===== src/rtl/gbls_pkg.sv =====
// Shared types and constants of the bilinear light-grid sampler.
`default_nettype none
package gbls_pkg;

   typedef enum logic {
      REQ_WRITE  = 1'b0,
      REQ_SAMPLE = 1'b1
   } req_kind_type;

   localparam logic [15:0] INV_CELL_SCALE_RESET = 16'd655;

   // Widest linear grid address over the supported grid sizes (1024 x 1024).
   localparam int ADDR_W = 20;

   localparam int QUEUE_DEPTH = 4;

   typedef struct packed {
      logic              is_sample;
      logic              in_range;
      logic [7:0]        frac_x;
      logic [7:0]        frac_y;
      logic [23:0]       light;
      logic [ADDR_W-1:0] addr;
   } entry_type;

endpackage
`default_nettype wire


===== src/rtl/gbls_queue.sv =====
// Short queue of classified entries between the front and back ends.
`default_nettype none
module gbls_queue (
   input  wire logic                clock,
   input  wire logic                reset,
   input  wire logic                push_valid,
   input  wire gbls_pkg::entry_type push_entry,
   output logic                     q_full,
   output logic                     q_valid,
   output gbls_pkg::entry_type      q_head,
   input  wire logic                pop
);

   localparam int PW = $clog2(gbls_pkg::QUEUE_DEPTH);

   gbls_pkg::entry_type slot_ff [gbls_pkg::QUEUE_DEPTH];
   logic [PW-1:0] wr_ptr_ff, wr_ptr_in;
   logic [PW-1:0] rd_ptr_ff, rd_ptr_in;
   logic [PW:0]   count_ff, count_in;
   logic          do_pop;

   assign q_valid = (count_ff != '0);
   assign q_full  = (count_ff == (PW+1)'(gbls_pkg::QUEUE_DEPTH));
   assign q_head  = slot_ff[rd_ptr_ff];
   assign do_pop  = pop & q_valid;

   always_comb begin
      wr_ptr_in = push_valid ? wr_ptr_ff + PW'(1) : wr_ptr_ff;
      rd_ptr_in = do_pop ? rd_ptr_ff + PW'(1) : rd_ptr_ff;
      count_in  = count_ff + (PW+1)'(push_valid) - (PW+1)'(do_pop);
   end

   always_ff @(posedge clock) begin
      if (reset) begin
         wr_ptr_ff <= '0;
         rd_ptr_ff <= '0;
         count_ff  <= '0;
      end else begin
         wr_ptr_ff <= wr_ptr_in;
         rd_ptr_ff <= rd_ptr_in;
         count_ff  <= count_in;
      end
   end

   always_ff @(posedge clock) begin
      if (push_valid) begin
         slot_ff[wr_ptr_ff] <= push_entry;
      end
   end

endmodule
`default_nettype wire


===== config.mk =====
export PLATFORM = sky130hd
export DESIGN_NAME = gbls_queue
export DESIGN_NICKNAME = d
export VERILOG_FILES = /design/src/rtl/gbls_pkg.sv /design/src/rtl/gbls_queue.sv
export SDC_FILE = /design/constraint.sdc
export NUM_CORES = 1
export LEC_CHECK = 0
export ABC_AREA = 1
export ABC_CLOCK_PERIOD_IN_PS = 6300
export BUFFER_PORTS_ARGS = -buffer_cell sky130_fd_sc_hd__buf_4
export CAP_MARGIN = 5
export CORE_MARGIN = 5
export CORE_UTILIZATION = 62
export CTS_CLUSTER_DIAMETER = 60
export DETAILED_ROUTE_END_ITERATION = 8
export PLACE_DENSITY = 0.85
export SLEW_MARGIN = 20
export SYNTH_ARGS = -nofsm -noshare
export SYNTH_HDL_FRONTEND = slang
export SYNTH_SLANG_ARGS = --single-unit

===== constraint.sdc =====
create_clock -name clock -period 6.3 [get_ports clock]
set_input_delay 0.315 -clock clock [delete_from_list [all_inputs] [get_ports clock]]
set_output_delay 0.315 -clock clock [all_outputs]
set_load 0.05 [all_outputs]

; Word-level counts from Yosys, hierarchy flattened
; Memories as Yosys holds them, arrays and structs flattened. A register that Yosys moved wholly into a read port is not among the register bits.
; Cells that the tools add are included.
; Widths: inputs -> output; s select.
[word_totals]
elab_cells = 15
latch_bits = 0
romBits = 0
mem_bits_rw = 248
mem_count = 1
output_inout_bits = 64
regBits = 7
inputBits = 66
[memory_table]
columns = name, words, word_bits, rd, rd_ports_with_merged_regs, wr, line_no
row1 = slot_ff, 4, 62, 1, 1, 1, gbls_queue.sv:16  ; gbls_pkg::entry_type slot_ff [gbls_pkg::QUEUE_DEPTH];
[op_classes]
shifts = 0
reduce_logical = 1
addsub = 4
n_mux = 4
n_div = 0
n_mul = 0
bitwise = 1
n_eq_ne = 1
magnitude_cmp = 0
[ops]
columns = cell, n
row1 = $add 2x1->2 const B, 2
row2 = $mux 2, 2
row3 = $add 3x1->3, 1
row4 = $eq 3x3->1 const B, 1
row5 = $reduce_bool 3->1, 1
row6 = $sub 3x1->3, 1
row7 = $mux 1, 2
row8 = $and 1x1->1, 1

; Logic depth before layout (Yosys ltp)
[logic_depth]
word_depth = 4
mapped_depth = 9
depth_no_buf = 9

; Worst setup path after synthesis
; No wires, ideal clock.
[synth_timing]
kind = flip-flop to flip-flop
from = reg wr_ptr_ff[0]
to = mem slot_ff[2][0] (netlist name) (enable)
path_buffers = 0
arrival_time_ns = 1.794
setup_time_ns = 0.416
required_ns = 5.884
setup_slack_ns = 4.089
synth_period_minus_slack_ns = 2.211
path_stages_with_launch = 5
path_cell_list = dfxtp_1 -> inv_1 -> ha_1 -> nand2_1 -> inv_1
[synth_lines]
columns = item, line_no
row1 = "start, declared", gbls_queue.sv:17  ; logic [PW-1:0] wr_ptr_ff, wr_ptr_in;
row2 = "start signal, assigned", gbls_queue.sv:39  ; wr_ptr_ff <= wr_ptr_in;
row3 = "end, declared", gbls_queue.sv:16
; No word-level cell before the write port.

==> metrics.cfg <==
[timing]
tightest_slew_ns=1.15
period_share=0.508
slew_violations=0
skew_ns=0.0101
setup_tns_ns=0
fmax_mhz=312
setup_viol=0
layout_min_cycle_time_ns=3.20
finalHoldViolCount=0
relSlewSlack=0.230
rsz0062_at_grt=false

[pwr]
irDropWorstVdd_uv=262
combPwrFrac=0.319
switching_share=0.358
power.net_switching_w=0.00180
pwr_density_cell_nw_per_um2=407
clockPowerShare=0.272
p_seq_frac=0.409
cellInternalPower_w=0.00322
p_leak_nw=4.33

[floorplan]
start_util=0.624
die_w_um=139
dieHeight_um=139
die_area_um2=19200
core.rowCount=47
design.core.area_um2=16400
pin_count=130

[cts]
numClockSinks=257
clockBufferDepth=3
clk_pin_slew_ns=0.06
htree_levels=1
insertion_delay_ns=0.51
cts_tree=yes
root_buffer=clkbuf_16
cts.repair.resized=0
numCtsBuffers=25

[detailed_routing]
wl_um=21500
vias=6053
drt_iter0_markers=575
wl_per_cell_um=20.4
drc=0
via_per_inst=5.73
dr.pass1.iters=5
antenna_left=0

[logic_synthesis]
syn_nets=735
synthArstFlopShare=0
seq_area_frac_synth=0.745
syn-instance-count=662
synth_area_leaders=edfxtp_1 (73%), o22ai_2 (7.3%), o21ai_0 (5.5%)
ys_types=22
yosysTopAreaCellShare=0.727
syn_area_um2=10200
ys_ff_latch=257
synth_common_cells=edfxtp_1 (248), o21ai_0 (113), nor2_1 (72)
avgSynthCellArea_um2=15.5
synth_warnings=0
synth_ff_type=edfxtp_1
synth_top_area_cell=edfxtp_1
synth_edf_count=248
yosysMostFrequentCell=edfxtp_1

[worst_setup_path]
arrival_ns=2.89
path_max_fanout=124
slowest_stage=inv_8
critical_path.endpoint_type=output port
r2r_cells=5
r2r-start=wr_ptr_ff[1]
path_class=reg2out
worstPathCellList=buf_12, inv_8, o21ai_0, o22ai_2, buf_4
cp-start-kind=register
path_buf_inv=3
crit_family=buffers and inverters
rrSetupSlack_ns=4.13
rr_endpoint=slot_ff[1][11]
cp.required_ns=5.98
critPathMaxStageDelay_ns=0.60

[finish]
stdcell_count=1056
syn_to_final_growth_pct=20.5
nets=892
drive_gt1_frac=0.352

[global_route]
grt_pass1_vias=6378
grt_antenna_before_repair=1
grt.overflow.total=0
grt_max_degree=125
grtUsageTotal=0.217
grt_pass1_wl_um=33400

[place]
port_buffers=129
post-dp-hpwl_um=11900
dp_cells=976
globalplace.congestion=0.719

[worst_hold_path]
hold_depth=1
hold_path_end=slot_ff[0][60]
holdCritPathClass=in2reg
min_from=push_entry[60]

[flow_run]
maxCapViolCount=0

[status]
outcome=complete, no violations

cell families after synthesis:
group           Yosys count  synth area share
flops                   257             0.745
compound gates          194             0.139
fa+ha+maj                 7           0.00929
simple gates            146            0.0684
buf+inv                  58            0.0380
cells in the final DEF (no fill, tap or decap), types with 7 or more instances in the layout:
master,synthesis,layout
edfxtp_1,248,248
buf_4,0,133
o21ai_0,113,113
nor2_1,72,72
nor2_2,60,60
o22ai_2,60,60
dlygate4sd3_1,0,36
clkbuf_16,0,25
o21ai_1,13,13
inv_1,16,12
nand2_1,12,12
clkbuf_1,3,9
dfxtp_1,9,7
timing repair:
item / CTS / global route
hold buffers: 35 / 1
buffers inserted: 0 / 0
endpoints found under the hold margin: 123 / 2
power groups by stage:
stage	Sequential [W]	Clock, W	Combinational, W
after global placement	0.00211	0	0.00150
after CTS	0.00205	0.00138	0.00161
final	0.00205	0.00137	0.00160
after global routing	0.00206	0.00145	0.00169
after detailed placement	0.00209	0	0.00158
after floorplan	0.00202	0	0.00125
worst max path at each step:
stage	from	end	slack (ns)	cells after the start
detailed placement	register	q_head[40]	3.73	5
floorplan	wr_ptr_ff[0]	slot_ff[2][0]	4.09	4
CTS	register	q_head[3]	3.15	5
finish	register	q_head[3]	3.10	5
global route	register	q_head[3]	3.02	5
global placement	register	q_head[22]	3.36	4
registers in the layout (all words and copies together), names as in the netlist, named ones only:
register,flops
rd_ptr_ff,2
count_ff,3
wr_ptr_ff,2
slot_ff,248
metrics by stage:
stage	util	power, W	hold WS, ns	setup WS, ns	instance area, um2
6_report	0.752	0.00502	0.0164	3.10	12300
5_1_grt	0.752	0.00521	0.00135	3.02	12300
4_1_cts	0.751	0.00504	0.000918	3.15	12300
3_5_place_dp	0.684	0.00367	0.491	3.73	11200
3_3_place_gp	0.683	0.00361	0.461	3.36	11200
2_1_floorplan	-	0.00327	0.386	4.09	10200
metal layers:
metal,global-route usage,share of wire,up-vias
met5,0,0,-
met4,0.0676,0.021,0
met3,0.0342,0.054,36
met2,0.385,0.52,215
met1,0.279,0.40,3010
li1,-,-,2792
area by class of cell:
class | count | area, um2
clock inverter | 4 | 20.0
antenna | 1 | 2.50
inverter | 18 | 75.1
tap | 220 | 275
sequential | 257 | 7630
fill | 975 | 4070
clock buffer | 39 | 728
timing repair buffer | 170 | 1380
multi-input combinational | 347 | 2220
No activity file was read; power rests on OpenSTA's default activity.
