## src/rtl/gbls_pkg.sv

```systemverilog
// Shared types and constants of the bilinear light-grid sampler.
`default_nettype none
package gbls_pkg;

   typedef enum logic {
      REQ_WRITE  = 1'b0,
      REQ_SAMPLE = 1'b1
   } req_kind_type;

   localparam logic [15:0] INV_CELL_SCALE_RESET = 16'd655;

   // Widest linear grid address over the supported grid sizes (1024 x 1024).
   localparam int ADDR_W = 20;

   localparam int QUEUE_DEPTH = 4;

   typedef struct packed {
      logic              is_sample;
      logic              in_range;
      logic [7:0]        frac_x;
      logic [7:0]        frac_y;
      logic [23:0]       light;
      logic [ADDR_W-1:0] addr;
   } entry_type;

endpackage
`default_nettype wire

```

## src/rtl/gbls_front.sv

```systemverilog
// Front end: takes requests, scales positions and classifies them into queue entries.
`default_nettype none
module gbls_front #(
   parameter int GRID_SIZE = 256
) (
   input  wire logic                clock,
   input  wire logic                reset,
   input  wire logic                req_valid,
   output logic                     req_stall,
   input  wire logic                req_type,
   input  wire logic [15:0]         req_entry_index,
   input  wire logic [7:0]          req_entry_red,
   input  wire logic [7:0]          req_entry_green,
   input  wire logic [7:0]          req_entry_blue,
   input  wire logic signed [23:0]  req_pos_x,
   input  wire logic signed [23:0]  req_pos_y,
   input  wire logic                csr_valid,
   input  wire logic                csr_ready,
   input  wire logic [15:0]         csr_inv_cell_scale,
   input  wire logic                q_full,
   output logic                     push_valid,
   output gbls_pkg::entry_type      push_entry
);

   localparam int CW = $clog2(GRID_SIZE);
   localparam int AW = 2 * CW;
   localparam int unsigned CELL_COUNT = GRID_SIZE * GRID_SIZE;
   localparam logic [14:0] CELL_LIMIT = 15'(GRID_SIZE - 1);

   logic [15:0] scale_ff, scale_in;
   logic        en;

   // stage 1: request fields and scaled positions
   logic               f1_valid_ff;
   logic               f1_sample_ff;
   logic [15:0]        f1_idx_ff;
   logic [23:0]        f1_light_ff;
   logic [39:0]        f1_px_ff, f1_py_ff;
   logic signed [40:0] prod_x, prod_y;

   // stage 2: classified item
   logic          f2_valid_ff;
   logic          f2_keep_ff, f2_keep_in;
   logic          f2_sample_ff;
   logic          f2_in_range_ff, f2_in_range_in;
   logic [7:0]    f2_fx_ff, f2_fy_ff;
   logic [CW-1:0] f2_cx_ff, f2_cy_ff;
   logic [15:0]   f2_idx_ff;
   logic [23:0]   f2_light_ff;
   logic [AW-1:0] base;

   assign en        = ~f2_valid_ff | ~q_full;
   assign req_stall = ~en;

   assign scale_in = (csr_valid && csr_ready) ? csr_inv_cell_scale : scale_ff;

   always_ff @(posedge clock) begin
      if (reset) begin
         scale_ff <= gbls_pkg::INV_CELL_SCALE_RESET;
      end else begin
         scale_ff <= scale_in;
      end
   end

   assign prod_x = req_pos_x * $signed({1'b0, scale_ff});
   assign prod_y = req_pos_y * $signed({1'b0, scale_ff});

   always_ff @(posedge clock) begin
      if (reset) begin
         f1_valid_ff <= 1'b0;
      end else if (en) begin
         f1_valid_ff <= req_valid;
      end
   end

   always_ff @(posedge clock) begin
      if (en) begin
         f1_sample_ff <= (req_type == gbls_pkg::REQ_SAMPLE);
         f1_idx_ff    <= req_entry_index;
         f1_light_ff  <= {req_entry_blue, req_entry_green, req_entry_red};
         f1_px_ff     <= prod_x[39:0];
         f1_py_ff     <= prod_y[39:0];
      end
   end

   // Negative scaled position or a cell index of GRID_SIZE-1 or more is out of range.
   always_comb begin
      f2_in_range_in = ~f1_px_ff[39] && ~f1_py_ff[39] &&
                       (f1_px_ff[38:24] < CELL_LIMIT) && (f1_py_ff[38:24] < CELL_LIMIT);
      f2_keep_in     = f1_sample_ff || (32'(f1_idx_ff) < CELL_COUNT);
   end

   always_ff @(posedge clock) begin
      if (reset) begin
         f2_valid_ff <= 1'b0;
      end else if (en) begin
         f2_valid_ff <= f1_valid_ff;
      end
   end

   always_ff @(posedge clock) begin
      if (en) begin
         f2_keep_ff     <= f2_keep_in;
         f2_sample_ff   <= f1_sample_ff;
         f2_in_range_ff <= f2_in_range_in;
         f2_fx_ff       <= f1_px_ff[23:16];
         f2_fy_ff       <= f1_py_ff[23:16];
         f2_cx_ff       <= f1_px_ff[24 +: CW];
         f2_cy_ff       <= f1_py_ff[24 +: CW];
         f2_idx_ff      <= f1_idx_ff;
         f2_light_ff    <= f1_light_ff;
      end
   end

   assign base = ({{CW{1'b0}}, f2_cy_ff} * AW'(GRID_SIZE)) + {{CW{1'b0}}, f2_cx_ff};

   always_comb begin
      push_valid           = f2_valid_ff & f2_keep_ff & ~q_full;
      push_entry.is_sample = f2_sample_ff;
      push_entry.in_range  = f2_in_range_ff;
      push_entry.frac_x    = f2_fx_ff;
      push_entry.frac_y    = f2_fy_ff;
      push_entry.light     = f2_light_ff;
      push_entry.addr      = f2_sample_ff ? gbls_pkg::ADDR_W'(base)
                                          : gbls_pkg::ADDR_W'(f2_idx_ff);
   end

endmodule
`default_nettype wire

```

## config.mk

```make
export PLATFORM = sky130hd
export DESIGN_NAME = gbls_front
export DESIGN_NICKNAME = d
export VERILOG_FILES = /design/src/rtl/gbls_pkg.sv /design/src/rtl/gbls_front.sv
export SDC_FILE = /design/constraint.sdc
export NUM_CORES = 2
export LEC_CHECK = 0
export ABC_AREA = 1
export BUFFER_PORTS_ARGS = -buffer_cell sky130_fd_sc_hd__buf_2
export CAP_MARGIN = 20
export CORE_UTILIZATION = 60
export CTS_CLUSTER_DIAMETER = 50
export CTS_CLUSTER_SIZE = 40
export DETAILED_ROUTE_END_ITERATION = 16
export PLACE_DENSITY = 0.75
export SLEW_MARGIN = 20
export SYNTH_ARGS = -nofsm -noshare
export SYNTH_HDL_FRONTEND = slang
export SYNTH_SLANG_ARGS = --single-unit
```

## constraint.sdc

```tcl
create_clock -name clock -period 17.4 [get_ports clock]
set_clock_uncertainty 0.2 [all_clocks]
set_input_delay 1.74 -clock clock [delete_from_list [all_inputs] [get_ports clock]]
set_output_delay 1.74 -clock clock [all_outputs]
set_load 0.05 [all_outputs]
```

* Yosys cells after proc, flatten, opt, wreduce, memory -nomap -nowiden
Index checks and enable logic that the tools add are counted.
** Word-level totals
- Register bits after elaboration :: 213
- Bits of input ports :: 111
- Output and inout port bits :: 64
- Logic and storage cells :: 33
** Cells by class
- Add/subtract/negate cells :: 1
- Multiply operators :: 2
- Magnitude comparators :: 2
- Mux-type cells :: 1
- Bitwise gates (word level) :: 7
- Reduce and logical (&&, ||, !) cells :: 4
** Operators by type and width (number)
- $mul A24 B17 Y40 :: 2
- $lt A15 B8 Y1 const B :: 2
- $add A16 B8 Y16 :: 1
- $mux W16 :: 1
- $not A1 Y1 :: 5
- $logic_and A1 B1 Y1 :: 4
- $and A1 B1 Y1 :: 1
- $or A1 B1 Y1 :: 1

* Depth between registers and ports, before layout
- Depth after elaboration :: 4
- Depth in mapped cells :: 29
- Depth with buffers taken out :: 28

* Worst setup path after synthesis
OpenSTA, ideal clock, no wires.
- Path type :: input to output
- Start :: input q_full
- End :: output req_stall
- Data arrival time :: 6.579 ns
- Setup slack :: 8.881 ns
- Stages on the path :: 2
- Path buffers :: 0
- Cells stage by stage :: nand2_1 inv_1
** On the way
- Longest elaborated chain between the ends :: 3
** Ends and longest elaborated chain
- start: declaration :: RTL line gbls_front.sv:20 : input wire logic q_full,
- $not A1 Y1 :: RTL line gbls_front.sv:52 : assign en = ~f2_valid_ff | ~q_full;
- $or A1 B1 Y1 :: RTL line gbls_front.sv:52
- $not A1 Y1 :: RTL line gbls_front.sv:53 : assign req_stall = ~en;
- end: declaration :: RTL line gbls_front.sv:9 : output logic req_stall,
No other way between the ends.

* Final worst setup path
- Start :: input req_pos_y[23]
- End :: register f1_py_ff[37] (data pin)
** On the way
- Longest elaborated chain between the ends :: 1
** Ends and longest elaborated chain
- start: declaration :: RTL line gbls_front.sv:16 : input wire logic signed [23:0] req_pos_y,
- $mul A24 B17 Y40 :: RTL line gbls_front.sv:66 : assign prod_y = req_pos_y * $signed({1'b0, scale_ff});
- named net prod_y[37] :: RTL line gbls_front.sv:39 : logic signed [40:0] prod_x, prod_y;
- end signal: assignment :: RTL line gbls_front.sv:82 : f1_py_ff <= prod_y[39:0];
- end: declaration :: RTL line gbls_front.sv:38 : logic [39:0] f1_px_ff, f1_py_ff;
The timed path passes the listed nets, and every way through them passes these cells.
A chain may end at the register's enable or synchronous reset.

==> flow_summary.yaml <==
outcome:
  outcome: "complete, but fails checks"
  violations: "DRC"
grt:
  use_met1_pct: 42.6
  busiest_layer: "met2"
  use_met2_pct: 48.8
  track_usage_pct: 30.6
  met3_usage_pct: 5.12
  grt_first_pass_wirelength_um: 141000
  antenna_found_initial: 3
  first_global_vias: 27439
  grt-ovfl-total: 0
  grt_max_degree: 72
clock_tree:
  cts_setup_buffers: 0
  clockBufferDepth: 2
  cts_buffers: 17
  cts.sinks: 181
  post_cts_resized: 0
  hold_buffers: 0
  cts_tree: "yes"
  clk_latency_ns: 0.51
  clkTransAtPathRegs_ns: 0.07
  ctsHtreeMaxLevel: 4
  cts-root-buf: "clkbuf_16"
synth:
  syn_avg_cell_area_um2: 8.31
  postSynthCellCount: 4216
  synth_area_um2: 35000
  ys_async_sr_fraction_pct: 0
  synth_area_leaders: "fa_1 (42%), edfxtp_1 (14%), inv_1 (14%)"
  yosys-top-cells-count: "inv_1 (1288), nand2_1 (1143), fa_1 (740)"
  synth_cell_types: 40
  synth-edff-count: 163
  yosysWarnings: 0
  synth_top_area_cell: "fa_1"
  seq_area_frac_synth_pct: 15.0
  synth-seq-cells: 181
  synth_most_common_cell: "inv_1"
  yosysTopAreaCellShare_pct: 42.3
  synthFlopType: "edfxtp_1"
worst_setup_path:
  crit_fanout: 16
  reg2reg_slack_ns: 10.37
  r2r_start: "scale_ff[2]"
  cp-start-kind: "input pin"
  cp.arrival_ns: 7.39
  cp-end-kind: "register"
  crit_type: "input pin to register"
  reg2reg_depth: 19
  r2r-end: "f1_px_ff[38]"
  required_ns: 17.46
sta:
  holdWs_ns: 0.218
  fmax_mhz: 136
  slew_viol_final: 0
  final-hold-violation-count: 0
  slew_headroom_pct: 18.8
  worst_pin_slew_ns: 1.21
  finalSetupTns_ns: 0
  fin_crit_ns: 7.33
  fin_crit_sh_pct: 42.1
  setup_viol: 0
  rsz0062_at_grt: "no"
worst_hold_path:
  whs_path_depth: 0
  hp-class: "register to register"
  hp-start: "f1_py_ff[21]"
  min_to: "f2_fy_ff[5]"
placed_design:
  io_buffers: 170
  place.gp.congestion: 0.943
  dpl.hpwl_um: 68300
final_layout:
  syn_to_final_growth_pct: 5.44
  nets: 5288
  drive_above_1_share_pct: 6.62
detailed_routing:
  drtPass1Iterations: 12
  via_per_inst: 5.20
  wl_per_cell_um: 16.9
  routed_wl_um: 85200
  drc_errors: 2
  num_vias: 26150
  drtIter0Drc: 1981
  ant_nets: 0
floorplanning:
  start_util_pct: 60.7
  die_y_um: 244
  io_pins: 175
  die-area_um2: 59300
  coreArea_um2: 57700
  die_w_um: 244
  num_rows: 88
run:
  maxCapViolations: 0
[metal layers]
layer / part of all wire (%) / routed length (um)
met4: 2.8 / 2410
met2: 46 / 39500
met3: 8.4 / 7170
met1: 42 / 36100
met5: 0.014 / 12
[layout by cell type (no fill, tap or decap), types with 5 or more instances in the layout]
master	instances
a21o_1	7
a21oi_1	79
buf_2	170
buf_4	20
clkbuf_16	17
dfxtp_2	16
edfxtp_1	163
fa_1	740
ha_1	192
inv_1	1288
mux2_2	16
nand2_1	1142
nand2_2	8
nand3_1	58
nand3b_1	5
nand4_1	18
nor2_1	148
nor2_2	10
nor3_1	11
nor4_1	7
o21ai_0	37
o21bai_1	18
xnor2_1	14
xor2_1	27
[sequential cells by signal (all words and copies together) (netlist names), 8 cells and up]
signal       cells
f1_px_ff        24
f2_fx_ff         8
scale_ff        16
f1_light_ff     24
f2_light_ff     24
f1_py_ff        24
f2_cy_ff         8
f2_fy_ff         8
f2_idx_ff       16
f2_cx_ff         8
f1_idx_ff       16
[logic make-up after synthesis]
family | Yosys count | share of synthesized area [%]
other cells | 1 | 0.0107
flops | 181 | 15.0
fa+ha+maj | 932 | 49.2
buf+inv | 1472 | 15.8
mux | 16 | 0.514
compound gates | 155 | 2.49
xor+xnor | 41 | 1.03
simple gates | 1418 | 15.9
[worst max path at each step]
| stage | start | end | slack [ns] | depth (start not counted) |
|---|---|---|---|---|
| floorplan | q_full | req_stall | 8.88 | 2 |
| global placement | req_pos_x[23] | f1_px_ff[38] | 9.70 | 19 |
| detailed placement | req_pos_y[23] | f1_py_ff[37] | 9.63 | 19 |
| CTS | req_pos_y[23] | f1_py_ff[37] | 10.15 | 19 |
| global route | req_pos_y[23] | f1_py_ff[37] | 9.78 | 19 |
| finish | req_pos_y[23] | f1_py_ff[37] | 10.07 | 19 |
[cell type report]
class                   count  area, um^2
multi-input cells        2566       24200
fillers                  4974       20800
flip-flops and latches    181        5280
inverters                1289        4840
repair buffers            190        1000
well taps                 765         957
clock buffers              17         425
clock inverters            15         186
diodes                      3        7.51
[critical path, cell delays in order]
cell and delay (ns):
buf_2 0.26, nand2_1 0.19, fa_1 0.79, fa_1 0.45
inv_1 0.33, fa_1 0.52, fa_1 0.50, fa_1 0.49
inv_1 0.05, fa_1 0.48, inv_1 0.05, ha_1 0.38
nand2_1 0.13, nor2_1 0.17, nand2_1 0.11, nor2_1 0.20
nand4_1 0.29, nand4_1 0.20, nand2_1 0.06
[stage by stage]
stage | utilization (%) | area [um^2] | std cells | setup WS [ns]
5_1_grt | 64.0 | 36900 | 5024 | 9.78
4_1_cts | 64.0 | 36900 | 5023 | 10.15
3_5_place_dp | 62.9 | 36300 | 4991 | 9.63
3_3_place_gp | 62.9 | 36300 | 4991 | 9.70
6_report | 64.0 | 36900 | 5026 | 10.07
2_1_floorplan | - | 35000 | 4219 | 8.88
Power is not shown: default switching activity piles up to over one toggle a cycle in this logic, so the estimate is an artifact.
